File: config.mk
export PLATFORM = sky130hd
export DESIGN_NAME = square_wave_sound_channel_flat
export DESIGN_NICKNAME = d
export VERILOG_FILES = /design/src/rtl/sqw_pkg.sv /design/src/rtl/sqw_if.sv /design/src/rtl/sqw_envelope.sv /design/src/rtl/sqw_sweep.sv /design/src/rtl/sqw_out_buf.sv /design/src/rtl/square_wave_sound_channel.sv /design/src/flat_wrapper.sv
export SDC_FILE = /design/constraint.sdc
export NUM_CORES = 1
export LEC_CHECK = 0
export ABC_AREA = 1
export BUFFER_PORTS_ARGS = -buffer_cell sky130_fd_sc_hd__buf_2
export CORE_AREA = 2 2 106 119
export DETAILED_ROUTE_END_ITERATION = 6
export DIE_AREA = 0 0 108 121
export GPL_TIMING_DRIVEN = 0
export PLACE_DENSITY = 0.67
export SLEW_MARGIN = 20
export SYNTH_ARGS = -nofsm -noshare
export SYNTH_HDL_FRONTEND = slang
export SYNTH_SLANG_ARGS = --single-unit
File: constraint.sdc
create_clock -name clk -period 4.2 [get_ports clk]
set_input_delay 0.84 -clock clk [delete_from_list [all_inputs] [get_ports clk]]
set_output_delay 0.84 -clock clk [all_outputs]
set_load 0.1 [all_outputs]
File: src/rtl/sqw_pkg.sv
`timescale 1ns / 1ps

package sqw_pkg;

  typedef enum logic [2:0] {
    FUNC_CONTROL    = 3'd0,
    FUNC_SWEEP      = 3'd1,
    FUNC_TIMER_LOW  = 3'd2,
    FUNC_TIMER_HIGH = 3'd3,
    FUNC_ENABLE     = 3'd4,
    FUNC_TIMER_TICK = 3'd5,
    FUNC_QUARTER    = 3'd6,
    FUNC_HALF       = 3'd7
  } func_t;

  localparam logic [3:0] DECAY_TOP = 4'd15;

  // one row per duty setting, bit n is the output at sequencer step n
  localparam logic [3:0][7:0] DUTY_PATTERN = {
    8'b1111_1001,
    8'b0001_1110,
    8'b0000_0110,
    8'b0000_0010
  };

  typedef struct packed {
    logic [3:0] level;
    logic       length_active;
  } result_t;

  typedef struct packed {
    logic       tick;
    logic       restart;
    logic [3:0] param;
    logic       loop;
  } env_ctrl_t;

  function automatic logic [7:0] len_load_value(input logic [4:0] idx);
    logic [7:0] len;
    case (idx)
      5'd0:  len = 8'd10;
      5'd1:  len = 8'd254;
      5'd2:  len = 8'd20;
      5'd3:  len = 8'd2;
      5'd4:  len = 8'd40;
      5'd5:  len = 8'd4;
      5'd6:  len = 8'd80;
      5'd7:  len = 8'd6;
      5'd8:  len = 8'd160;
      5'd9:  len = 8'd8;
      5'd10: len = 8'd60;
      5'd11: len = 8'd10;
      5'd12: len = 8'd14;
      5'd13: len = 8'd12;
      5'd14: len = 8'd26;
      5'd15: len = 8'd14;
      5'd16: len = 8'd12;
      5'd17: len = 8'd16;
      5'd18: len = 8'd24;
      5'd19: len = 8'd18;
      5'd20: len = 8'd48;
      5'd21: len = 8'd20;
      5'd22: len = 8'd96;
      5'd23: len = 8'd22;
      5'd24: len = 8'd192;
      5'd25: len = 8'd24;
      5'd26: len = 8'd72;
      5'd27: len = 8'd26;
      5'd28: len = 8'd16;
      5'd29: len = 8'd28;
      5'd30: len = 8'd32;
      5'd31: len = 8'd30;
      default: len = 8'd0;
    endcase
    return len;
  endfunction

endpackage

File: src/rtl/sqw_if.sv
`timescale 1ns / 1ps

interface sqw_in_if;
  logic       valid;
  logic       ready;
  logic [2:0] func;
  logic [7:0] value;

  modport source (output valid, output func, output value, input ready);
  modport sink   (input valid, input func, input value, output ready);
endinterface

interface sqw_out_if;
  logic       valid;
  logic       ready;
  logic [3:0] level;
  logic       length_active;

  modport source (output valid, output level, output length_active, input ready);
  modport sink   (input valid, input level, input length_active, output ready);
endinterface

File: src/rtl/sqw_envelope.sv
`timescale 1ns / 1ps

module sqw_envelope import sqw_pkg::*; (
  input  logic       clk,
  input  logic       rst,
  input  env_ctrl_t  ctrl,
  output logic [3:0] decay_next
);

  logic       start;
  logic       start_next;
  logic [3:0] divider;
  logic [3:0] divider_next;
  logic [3:0] decay;

  always_comb begin
    start_next   = start;
    divider_next = divider;
    decay_next   = decay;
    if (ctrl.restart) begin
      start_next = 1'b1;
    end
    if (ctrl.tick) begin
      if (start) begin
        start_next   = 1'b0;
        decay_next   = DECAY_TOP;
        divider_next = ctrl.param;
      end else if (divider == 4'd0) begin
        if (decay != 4'd0) begin
          decay_next = decay - 4'd1;
        end else if (ctrl.loop) begin
          decay_next = DECAY_TOP;
        end
        divider_next = ctrl.param;
      end else begin
        divider_next = divider - 4'd1;
      end
    end
  end

  always_ff @(posedge clk) begin
    if (rst) begin
      start   <= 1'b0;
      divider <= 4'd0;
      decay   <= 4'd0;
    end else begin
      start   <= start_next;
      divider <= divider_next;
      decay   <= decay_next;
    end
  end

endmodule

File: src/rtl/sqw_sweep.sv
`timescale 1ns / 1ps

module sqw_sweep (
  input  logic [10:0] period,
  input  logic [2:0]  amount,
  input  logic        down,
  output logic [10:0] target,
  output logic        mute
);

  logic [10:0] change;
  logic [11:0] sum;
  logic [10:0] diff;

  // change never exceeds period, so the downward target cannot go negative
  assign change = period >> amount;
  assign sum    = {1'b0, period} + {1'b0, change};
  assign diff   = period - change;
  assign target = down ? diff : sum[10:0];
  assign mute   = (period < 11'd8) || (!down && sum[11]);

endmodule

File: src/rtl/sqw_out_buf.sv
`timescale 1ns / 1ps

module sqw_out_buf import sqw_pkg::*; (
  input  logic             clk,
  input  logic             rst,
  input  logic             push,
  input  result_t          push_data,
  output logic             ready,
  sqw_out_if.source        result
);

  result_t head;
  result_t skid;
  logic    head_valid;
  logic    skid_valid;
  logic    pop;

  assign pop                  = head_valid && result.ready;
  assign ready                = !skid_valid;
  assign result.valid         = head_valid;
  assign result.level         = head.level;
  assign result.length_active = head.length_active;

  always_ff @(posedge clk) begin
    if (rst) begin
      head_valid <= 1'b0;
      skid_valid <= 1'b0;
    end else if (pop) begin
      if (skid_valid) begin
        head       <= skid;
        skid_valid <= 1'b0;
      end else if (push) begin
        head <= push_data;
      end else begin
        head_valid <= 1'b0;
      end
    end else if (push) begin
      if (!head_valid) begin
        head       <= push_data;
        head_valid <= 1'b1;
      end else begin
        skid       <= push_data;
        skid_valid <= 1'b1;
      end
    end
  end

endmodule

File: src/rtl/square_wave_sound_channel.sv
`timescale 1ns / 1ps

// Square-wave sound channel: each input word is a register write or a tick,
// and every accepted word yields one result word with the channel level and
// the length status after that word. One word is taken per cycle while ready
// is high, and its result is registered in the output buffer; all channel state
// updates in the cycle a word is accepted. A two-entry output buffer lets the
// channel take new words while a result waits; input ready drops only when both
// entries are held by a stalled consumer.
module square_wave_sound_channel import sqw_pkg::*; (
  input  logic      clk,
  input  logic      rst,
  sqw_in_if.sink    item,
  sqw_out_if.source result
);

  logic        acc;
  func_t       func;
  logic [7:0]  value;

  logic        channel_on, channel_on_next;
  logic [1:0]  duty_select, duty_select_next;
  logic [2:0]  duty_step, duty_step_next;
  logic [10:0] period_count, period_count_next;
  logic [10:0] period_value, period_value_next;
  logic [7:0]  length_count, length_count_next;
  logic        length_running, length_running_next;
  logic        env_loop, env_loop_next;
  logic        env_constant, env_constant_next;
  logic [3:0]  env_param, env_param_next;
  logic        sweep_on, sweep_on_next;
  logic [2:0]  sweep_rate, sweep_rate_next;
  logic        sweep_down, sweep_down_next;
  logic [2:0]  sweep_amount, sweep_amount_next;
  logic        sweep_reload_flag, sweep_reload_flag_next;
  logic [2:0]  sweep_divider_count, sweep_divider_count_next;
  logic        sweep_silenced, sweep_silenced_next;

  logic [10:0] sweep_target;
  logic        target_mutes;
  env_ctrl_t   env_ctrl;
  logic [3:0]  env_decay_next;
  logic        duty_bit;
  result_t     push_data;
  logic        buf_ready;

  assign item.ready = buf_ready;
  assign acc        = item.valid && item.ready;
  assign func       = func_t'(item.func);
  assign value      = item.value;

  sqw_sweep u_sweep (
    .period (period_value),
    .amount (sweep_amount),
    .down   (sweep_down),
    .target (sweep_target),
    .mute   (target_mutes)
  );

  assign env_ctrl.tick    = acc && (func == FUNC_QUARTER || func == FUNC_HALF);
  assign env_ctrl.restart = acc && (func == FUNC_TIMER_HIGH);
  assign env_ctrl.param   = env_param;
  assign env_ctrl.loop    = env_loop;

  sqw_envelope u_envelope (
    .clk        (clk),
    .rst        (rst),
    .ctrl       (env_ctrl),
    .decay_next (env_decay_next)
  );

  always_comb begin
    channel_on_next          = channel_on;
    duty_select_next         = duty_select;
    duty_step_next           = duty_step;
    period_count_next        = period_count;
    period_value_next        = period_value;
    length_count_next        = length_count;
    length_running_next      = length_running;
    env_loop_next            = env_loop;
    env_constant_next        = env_constant;
    env_param_next           = env_param;
    sweep_on_next            = sweep_on;
    sweep_rate_next          = sweep_rate;
    sweep_down_next          = sweep_down;
    sweep_amount_next        = sweep_amount;
    sweep_reload_flag_next   = sweep_reload_flag;
    sweep_divider_count_next = sweep_divider_count;
    sweep_silenced_next      = sweep_silenced;
    if (acc) begin
      case (func)
        FUNC_CONTROL: begin
          duty_select_next    = value[7:6];
          env_loop_next       = value[5];
          length_running_next = !value[5];
          env_constant_next   = value[4];
          env_param_next      = value[3:0];
        end
        FUNC_SWEEP: begin
          sweep_on_next          = value[7];
          sweep_rate_next        = value[6:4];
          sweep_down_next        = value[3];
          sweep_amount_next      = value[2:0];
          sweep_reload_flag_next = 1'b1;
        end
        FUNC_TIMER_LOW: begin
          period_value_next = {period_value[10:8], value};
        end
        FUNC_TIMER_HIGH: begin
          period_value_next = {value[2:0], period_value[7:0]};
          duty_step_next    = 3'd0;
          if (channel_on) begin
            length_count_next = len_load_value(value[7:3]);
          end
        end
        FUNC_ENABLE: begin
          channel_on_next = value[0];
          if (!value[0]) begin
            length_count_next = 8'd0;
          end
        end
        FUNC_TIMER_TICK: begin
          if (period_count == 11'd0) begin
            period_count_next = period_value;
            duty_step_next    = duty_step + 3'd1;
          end else begin
            period_count_next = period_count - 11'd1;
          end
        end
        FUNC_QUARTER: begin
          // envelope only, handled in u_envelope
        end
        FUNC_HALF: begin
          if (length_running && length_count != 8'd0) begin
            length_count_next = length_count - 8'd1;
          end
          sweep_silenced_next = target_mutes;
          if (sweep_divider_count == 3'd0 && sweep_on && sweep_amount != 3'd0 &&
              !target_mutes) begin
            period_value_next = sweep_target;
          end
          if (sweep_divider_count == 3'd0 || sweep_reload_flag) begin
            sweep_divider_count_next = sweep_rate;
            sweep_reload_flag_next   = 1'b0;
          end else begin
            sweep_divider_count_next = sweep_divider_count - 3'd1;
          end
        end
        default: begin
        end
      endcase
    end
  end

  assign duty_bit = DUTY_PATTERN[duty_select_next][duty_step_next];

  always_comb begin
    if (!channel_on_next || sweep_silenced_next || length_count_next == 8'd0 ||
        !duty_bit) begin
      push_data.level = 4'd0;
    end else begin
      push_data.level = env_constant_next ? env_param_next : env_decay_next;
    end
    push_data.length_active = (length_count_next != 8'd0);
  end

  sqw_out_buf u_out_buf (
    .clk       (clk),
    .rst       (rst),
    .push      (acc),
    .push_data (push_data),
    .ready     (buf_ready),
    .result    (result)
  );

  always_ff @(posedge clk) begin
    if (rst) begin
      channel_on          <= 1'b0;
      duty_select         <= 2'd0;
      duty_step           <= 3'd0;
      period_count        <= 11'd0;
      period_value        <= 11'd0;
      length_count        <= 8'd0;
      length_running      <= 1'b0;
      env_loop            <= 1'b0;
      env_constant        <= 1'b0;
      env_param           <= 4'd0;
      sweep_on            <= 1'b0;
      sweep_rate          <= 3'd0;
      sweep_down          <= 1'b0;
      sweep_amount        <= 3'd0;
      sweep_reload_flag   <= 1'b0;
      sweep_divider_count <= 3'd0;
      sweep_silenced      <= 1'b0;
    end else begin
      channel_on          <= channel_on_next;
      duty_select         <= duty_select_next;
      duty_step           <= duty_step_next;
      period_count        <= period_count_next;
      period_value        <= period_value_next;
      length_count        <= length_count_next;
      length_running      <= length_running_next;
      env_loop            <= env_loop_next;
      env_constant        <= env_constant_next;
      env_param           <= env_param_next;
      sweep_on            <= sweep_on_next;
      sweep_rate          <= sweep_rate_next;
      sweep_down          <= sweep_down_next;
      sweep_amount        <= sweep_amount_next;
      sweep_reload_flag   <= sweep_reload_flag_next;
      sweep_divider_count <= sweep_divider_count_next;
      sweep_silenced      <= sweep_silenced_next;
    end
  end

  a_silent_when_length_zero: assert property (@(posedge clk) disable iff (rst)
    acc && !push_data.length_active |-> push_data.level == 4'd0)
    else $error("nonzero level with length counter at zero");

  a_disable_clears_length: assert property (@(posedge clk) disable iff (rst)
    acc && func == FUNC_ENABLE && !value[0] |=> length_count == 8'd0)
    else $error("length counter not cleared by disable");

  a_mute_only_on_half: assert property (@(posedge clk) disable iff (rst)
    !(acc && func == FUNC_HALF) |=> $stable(sweep_silenced))
    else $error("sweep mute changed outside a half frame");

  a_short_period_mutes: assert property (@(posedge clk) disable iff (rst)
    acc && func == FUNC_HALF && period_value < 11'd8 |=> sweep_silenced)
    else $error("short period did not mute the channel");

endmodule
File: src/flat_wrapper.sv
// flat-port wrapper written by rule: the top's interface ports become plain ports
module square_wave_sound_channel_flat import sqw_pkg::*;
  (clk, rst, item_valid, item_func, item_value, item_ready, result_valid, result_level, result_length_active, result_ready);
  sqw_in_if item_i ();
  sqw_out_if result_i ();
  input  logic clk;
  input  logic rst;
  input wire logic [$bits(item_i.valid)-1:0] item_valid;
  input wire logic [$bits(item_i.func)-1:0] item_func;
  input wire logic [$bits(item_i.value)-1:0] item_value;
  output wire logic [$bits(item_i.ready)-1:0] item_ready;
  output wire logic [$bits(result_i.valid)-1:0] result_valid;
  output wire logic [$bits(result_i.level)-1:0] result_level;
  output wire logic [$bits(result_i.length_active)-1:0] result_length_active;
  input wire logic [$bits(result_i.ready)-1:0] result_ready;
  assign item_i.valid = item_valid;
  assign item_i.func = item_func;
  assign item_i.value = item_value;
  assign item_ready = item_i.ready;
  assign result_valid = result_i.valid;
  assign result_level = result_i.level;
  assign result_length_active = result_i.length_active;
  assign result_i.ready = result_ready;
  square_wave_sound_channel u_core (.clk(clk), .rst(rst), .item(item_i), .result(result_i));
endmodule
==> impl_metrics.ini, run 1 <==
[outcome]
outcome = complete, no violations

[cts]
cts_tree = yes
ctsLongestPathBuffers = 2
post-cts-setup-buffers = 0
clock_latency_ns = 0.34
numCtsBuffers = 9
clock-sinks = 77
cts_resized = 0
cts_root_buf = clkbuf_16
cts_hold_buf = 0
h-tree-depth = 3
path_clk_slew_ns = 0.06

[setup_path]
critPathCaptureType = flop
crit_chain = clkbuf_1, clkbuf_1, nand2_1, o21ai_0, o21ai_0, nand2_1, nand2_1, ha_1, buf_2, inv_1, a21oi_1, o21ai_0, nand2_1, nand3_1, nand2_1, nand3_1, nand2_1, nand2_1, nor2_2, inv_1, o21ai_0, a21oi_1
cpPeakStageDelay_ns = 0.36
cpMostUsedCell = nand2_1
startpoint_type = flop
cp-startpoint = u_core.sweep_amount[0]$_SDFFE_PP0P_
path_class = flop to flop
cp.required_ns = 4.43
crit_family = simple AND/OR/NAND/NOR gates
worstPathBufferInverterCount = 5
critPathArrivalTime_ns = 3.91
r2r_start = u_core.sweep_amount[0]$_SDFFE_PP0P_
slowest_stage = clkbuf_1
crit_fanout = 10

[yosys]
synthFlopType = dfxtp_1
synth_warnings = 0
ys_ff_latch = 77
async_flop_share_pct = 0
synth_cell_type_count = 48
synthCells = 915
synth_edf_count = 10
syn_area_um2 = 5820
avgSynthCellArea_um2 = 6.36
seq_area_frac_synth_pct = 28.2
syn-num-nets = 968

[die]
rows = 42
io-pin-count = 22
core_area_um2 = 11800
die-area_um2 = 13100
die_h_um = 121
die_w_um = 108
initial_core_util_pct = 49.2

[detailed_routing]
drc_errors = 0
dr_total_vias = 6036
drt.antenna.violating_nets = 0
drtIter0Drc = 538
viasPerCell = 5.46
wl_per_cell_um = 14.3
detail_route.wirelength_um = 15800
drtPass1Iterations = 5

[sta]
fin_crit_ns = 3.68
worst_pin_slew_ns = 0.797
finalCritPeriodShare_pct = 87.7
hold_viol_final = 0
rsz0062_at_grt = false
max_freq_ghz = 0.271
slew_headroom_pct = 46.4
setup-tns-final_ns = 0
drv_slew = 0
clock_skew_ns = 0.00765
setup_viol = 0

[placement]
hpwl_um = 12200
io_buffers = 20
place_congestion = 0.900

[power_and_ir_drop]
ir_worst_vdd_mv = 0.244
finalPower_mw = 2.13
power_density_nw_per_um2 = 332
power_leakage_nw = 3.04

[hold_path]
hold_start = u_core.period_count[9]$_SDFFE_PP0P_
hold_class = flop to flop

[grt]
grt_max_degree = 14
grt_first_pass_wirelength_um = 25700
grt_usage_pct = 25.0
gr-total-overflow = 0
grt_pass1_vias = 5320
antenna_found_initial = 0

[layout]
syn2layout_area_growth_pct = 10.0
diodes = 0
finalNetCount = 999
nFillCells = 1240
drive_gt1_share_pct = 7.68

[flow_run]
drv_cap = 0
## synthesized netlist by cell type, types with 10 or more instances
library cell	number	area [µm²]
nand4_1	12	75.1
dfxtp_1	67	1340
ha_1	36	450
nor2_1	104	390
o211ai_1	11	82.6
nand3_1	57	285
inv_1	111	417
inv_2	11	41.3
nand2_1	203	762
nor3_1	14	70.1
edfxtp_1	10	300
clkbuf_1	17	63.8
o21ai_0	100	500
a21oi_1	81	405
## worst min-delay path, delay by kind of cell, from the launching register on
family	cells	cell delay (ns)
AOI/OAI and AO/OA	1	0.05
DFF	1	0.31
and+or+nand+nor	1	0.06
## cell usage in the layout (no fill, tap or decap), types with 3 or more instances in the layout
cell type and n:
nor2_4 3, nand3b_1 3, nand3_1 57, inv_1 111, nor2_2 5, xor2_1 6, inv_2 11, or2_2 4
ha_1 36, a31oi_1 3, buf_2 26, a211oi_1 4, edfxtp_1 10, o21ai_1 3, o21bai_1 5, a21oi_1 81
clkbuf_16 9, nor3_1 14, nand2_1 203, o22ai_1 4, clkbuf_1 17, o21ai_0 100, o211ai_1 11, nor2_1 104
nand2_2 4, o221ai_1 4, dfxtp_1 67, clkinv_2 3, nand4_1 12
## cell type report
| cell class | count | area (µm²) | share of cell area (%) |
|---|---|---|---|
| flip-flops and latches | 77 | 1640 | 25.6 |
| well taps | 154 | 193 | 3.01 |
| clock buffers | 9 | 225 | 3.52 |
| inverters | 123 | 462 | 7.21 |
| plain buffers | 23 | 93.8 | 1.47 |
| repair buffers | 20 | 100 | 1.56 |
| clock inverters | 7 | 66.3 | 1.04 |
| multi-input cells | 692 | 3620 | 56.5 |
## metrics by stage
| step | util [%] | hold WS [ns] | std cells | instance area (µm²) | worst slack, ns |
|---|---|---|---|---|---|
| after floorplan | - | 0.445 | 915 | 5820 | 1.25 |
| after detailed placement | 51.7 | 0.461 | 1089 | 6110 | 0.597 |
| after global routing | 54.1 | 0.503 | 1105 | 6400 | 0.110 |
| after global placement | 51.7 | 0.455 | 1089 | 6110 | 0.618 |
| after CTS | 54.1 | 0.470 | 1105 | 6400 | 0.595 |
| final | 54.1 | 0.464 | 1105 | 6400 | 0.516 |
## where the power goes
group	internal [mW]	total [mW]	switching, mW
sequential	0.778	0.813	0.0354
clock	0.456	0.762	0.306
combinational	0.170	0.551	0.381
## worst paths after layout
| path | endpoint | slack [ns] | cells after the start |
|---|---|---|---|
| min reg2reg | u_core.period_count[9]$_SDFFE_PP0P_ | 0.46 | 2 |
| max | u_core.period_value[0]$_SDFFE_PP0P_ | 0.52 | 22 |
| min | u_core.period_count[9]$_SDFFE_PP0P_ | 0.46 | 2 |
| max reg2reg | u_core.period_value[0]$_SDFFE_PP0P_ | 0.52 | 22 |
## sequential cells by signal, indices dropped and copies added, names as in the netlist, 2 cells and up
name,count
u_core.duty_select,2
u_core.duty_step,3
u_core.env_param,4
u_core.length_count,8
u_core.period_count,11
u_core.period_value,11
u_core.sweep_amount,3
u_core.sweep_divider_count,3
u_core.sweep_rate,3
u_core.u_envelope.decay,4
u_core.u_envelope.divider,4
u_core.u_out_buf.result.level,4
u_core.u_out_buf.skid,5
## per-layer routing
layer	GRT usage [%]	vias up	part of all wire, %
met1	32.1	2715	44
li1	-	3101	-
met5	0	-	0
met2	42.5	188	48
met3	4.14	32	5.3
met4	8.49	0	2.6
## logic make-up (layout without fill, tap and decap cells)
group | count (synthesis) | in the layout | synth area share, %
compound gates | 228 | 228 | 21.7
mux | 2 | 2 | 0.430
simple gates | 416 | 416 | 30.5
buf+inv | 146 | 182 | 9.55
flops | 77 | 77 | 28.2
xor+xnor | 8 | 8 | 1.20
fa+ha+maj | 38 | 38 | 8.43
Note: power is estimated with default switching activity, not from simulation.
==> run 2, diff against run 1 <==
- CORE_AREA: 2 2 106 119 -> 2 2 110 123
- DIE_AREA: 0 0 108 121 -> 0 0 112 125
- SYNTH_HIERARCHICAL: not set -> 1
==> run 2 against run 1 <==
  * Critical path type unchanged
  * Via count up 4.2%
  * Combinational power grew 4.2%
  * Setup slack improved by 0.29 ns
  * Synthesized area grew 8.0%
  * Count of clock-buffer cells in the layout did not move
  * Sequential power is essentially flat
  * Die area increased by 7.1%
  * Final area rose by 8.0%
  * Sequential share of layout area is 1.9 points lower
==> impl_metrics.ini, run 2 <==
[outcome]
outcome = complete, no violations

[setup_path]
worstPathBufferInverterCount = 5
crit_chain = buf_6, nand2_1, nand3_1, o21ai_1, nor2_1, inv_1, ha_1, inv_1, nand2_1, nor3_1, nand3_1, nand3_1, nand2_1, nand2_1, nor2_1, nand2_1, nor2_1, o21ai_0, inv_1, buf_2, o21ai_0, a21oi_1
startpoint_type = flop
slowest_stage = dfxtp_1
cpMostUsedCell = nand2_1
crit_family = simple AND/OR/NAND/NOR gates
path_class = flop to flop
crit_fanout = 10
critPathArrivalTime_ns = 3.61
cpPeakStageDelay_ns = 0.47
ff2ff_setup_slack_ns = 0.80
critPathCaptureType = flop
cp.required_ns = 4.42

[sta]
drv_slew = 0
fin_crit_ns = 3.40
rsz0062_at_grt = false
max_freq_ghz = 0.294
setup-tns-final_ns = 0
clock_skew_ns = 0.00798
finalCritPeriodShare_pct = 80.9
hold_viol_final = 0
worst_pin_slew_ns = 0.688
slew_headroom_pct = 54.2
setup_viol = 0

[die]
die_h_um = 125
die_w_um = 112
io-pin-count = 22
die-area_um2 = 14000
core_area_um2 = 12900
rows = 44
initial_core_util_pct = 48.7

[yosys]
seq_area_frac_synth_pct = 26.1
yosysMostFrequentCell = nand2_1
syn_area_um2 = 6280
synth_warnings = 6
yosysTopAreaCellShare_pct = 21.4
avgSynthCellArea_um2 = 6.36
synth_cell_type_count = 50
synthTopCellsByCount = nand2_1 (263), inv_1 (128), nor2_1 (99)
synthFlopType = dfxtp_1
synth_top_area_cell = dfxtp_1
syn-num-nets = 1043
synthCells = 987
synth_edf_count = 10
ys_ff_latch = 77
synthTopCellsByArea = dfxtp_1 (21%), nand2_1 (16%), ha_1 (7.8%), inv_1 (7.7%), nor2_1 (5.9%)
async_flop_share_pct = 0

[detailed_routing]
detail_route.wirelength_um = 16600
drt.antenna.violating_nets = 0
wl_per_cell_um = 14.1
dr_total_vias = 6287
drc_errors = 0
drtIter0Drc = 411
drtPass1Iterations = 5
viasPerCell = 5.31

[cts]
h-tree-depth = 3
cts_tree = yes
clock_latency_ns = 0.34
cts_resized = 0
cts_root_buf = clkbuf_16
post-cts-setup-buffers = 0
cts_hold_buf = 0
clock-sinks = 77
ctsLongestPathBuffers = 2
path_clk_slew_ns = 0.06
numCtsBuffers = 9

[layout]
ff_latch_area_um2 = 1640
largest_registers = u_core/period_count x11, u_core/period_value x11, u_core/length_count x8
drive_gt1_share_pct = 11.7
syn2layout_area_growth_pct = 10.1
multi_input_area_um2 = 3910
nFillCells = 1344
final_common_cell = nand2_1
diodes = 0
finalNetCount = 1073
instances_no_fill = 1183
mostFrequentLayoutCells = nand2_1 (263), inv_1 (128), nor2_1 (99), o21ai_0 (74), nand3_1 (71)

[grt]
met1_usage_pct = 30.8
grt_pass1_vias = 5737
grt_first_pass_wirelength_um = 27600
grt-busiest-layer = met2
grt_use_met3_pct = 2.04
antenna_found_initial = 0
grt_max_degree = 14
gr-usage-met2_pct = 42.2
gr-total-overflow = 0
grt_usage_pct = 24.0

[placement]
place_congestion = 0.911
io_buffers = 19
hpwl_um = 12800
dp_cells = 1167

[power_and_ir_drop]
ir_worst_vdd_mv = 0.251
finalPower_mw = 2.27
p_sw_share_pct = 32.2
power.internal_mw = 1.54
power_leakage_nw = 3.42
switching_power_mw = 0.731
clockPowerShare_pct = 39.0
power_density_nw_per_um2 = 328
power_frac_comb_pct = 25.3
p_seq_share_pct = 35.7

[hold_path]
hold_class = flop to flop

[flow_run]
drv_cap = 0
## run 2: cell types whose count changed after synthesis, sizes merged, moves of 9 or more
cell / before / now
a21oi: 83 / 54
a22oi: 2 / 11
buf: 6 / 15
inv: 122 / 145
nand2: 208 / 278
nand3: 58 / 75
## run 2: metal layers
metal	vias up	part of all wire, %
met2	137	49
met3	30	3.4
li1	3255	-
met5	-	0
met1	2865	45
met4	0	2.5
## run 2: power by group through the flow
stage	clock network (mW)	logic (mW)	registers, mW
finish	0.884	0.574	0.811
CTS	0.896	0.572	0.811
floorplan	0	0.419	0.840
global route	0.921	0.649	0.816
detailed placement	0	0.569	0.827
global placement	0	0.567	0.827
## run 2: worst register-to-register path: stages, from the launching register on
cell and delay, ns:
dfxtp_1 0.47, buf_6 0.18, nand2_1 0.07, nand3_1 0.10
o21ai_1 0.09, nor2_1 0.18, inv_1 0.07, ha_1 0.34
inv_1 0.13, nand2_1 0.10, nor3_1 0.23, nand3_1 0.13
nand3_1 0.09, nand2_1 0.06, nand2_1 0.11, nor2_1 0.06
nand2_1 0.06, nor2_1 0.04, o21ai_0 0.17, inv_1 0.15
buf_2 0.22, o21ai_0 0.17, a21oi_1 0.05
## run 2: metrics by stage
step	util [%]	instance area [µm²]	hold WS [ns]	worst slack, ns
floorplan	-	6280	0.430	1.48
global placement	51.0	6580	0.442	0.911
detailed placement	51.0	6580	0.463	0.915
CTS	53.7	6910	0.468	0.876
global route	53.7	6910	0.491	0.406
finish	53.7	6910	0.471	0.803
## run 2: cells by family (layout without fill, tap and decap cells)
family          after synthesis  in the layout  synth area share (%)
simple gates                495            495                  34.5
compound gates              188            188                  17.5
buf+inv                     173            208                  11.6
flops                        77             77                  26.1
fa+ha+maj                    41             41                  8.41
xor+xnor                     10             10                  1.39
mux                           3              3                 0.478
## run 2: cell type report
type,count,area share [%]
Timing Repair Buffer,19,1.38
Buffer,25,2.35
Multi-Input combinational cell,737,56.5
Sequential cell,77,23.7
Clock inverter,7,1.63
Clock buffer,9,3.26
Inverter,148,8.22
Tap cell,161,2.91
## run 2: path summary, 6_finish.rpt
check             depth (start not counted)                             endpoint                           startpoint
hold / removal                            2         u_core/sweep_on$_SDFFE_PP0P_         u_core/sweep_on$_SDFFE_PP0P_
hold reg to reg                           2         u_core/sweep_on$_SDFFE_PP0P_         u_core/sweep_on$_SDFFE_PP0P_
setup reg to reg                         22  u_core/period_value[6]$_SDFFE_PP0P_  u_core/sweep_amount[0]$_SDFFE_PP0P_
setup / recovery                         22  u_core/period_value[6]$_SDFFE_PP0P_  u_core/sweep_amount[0]$_SDFFE_PP0P_
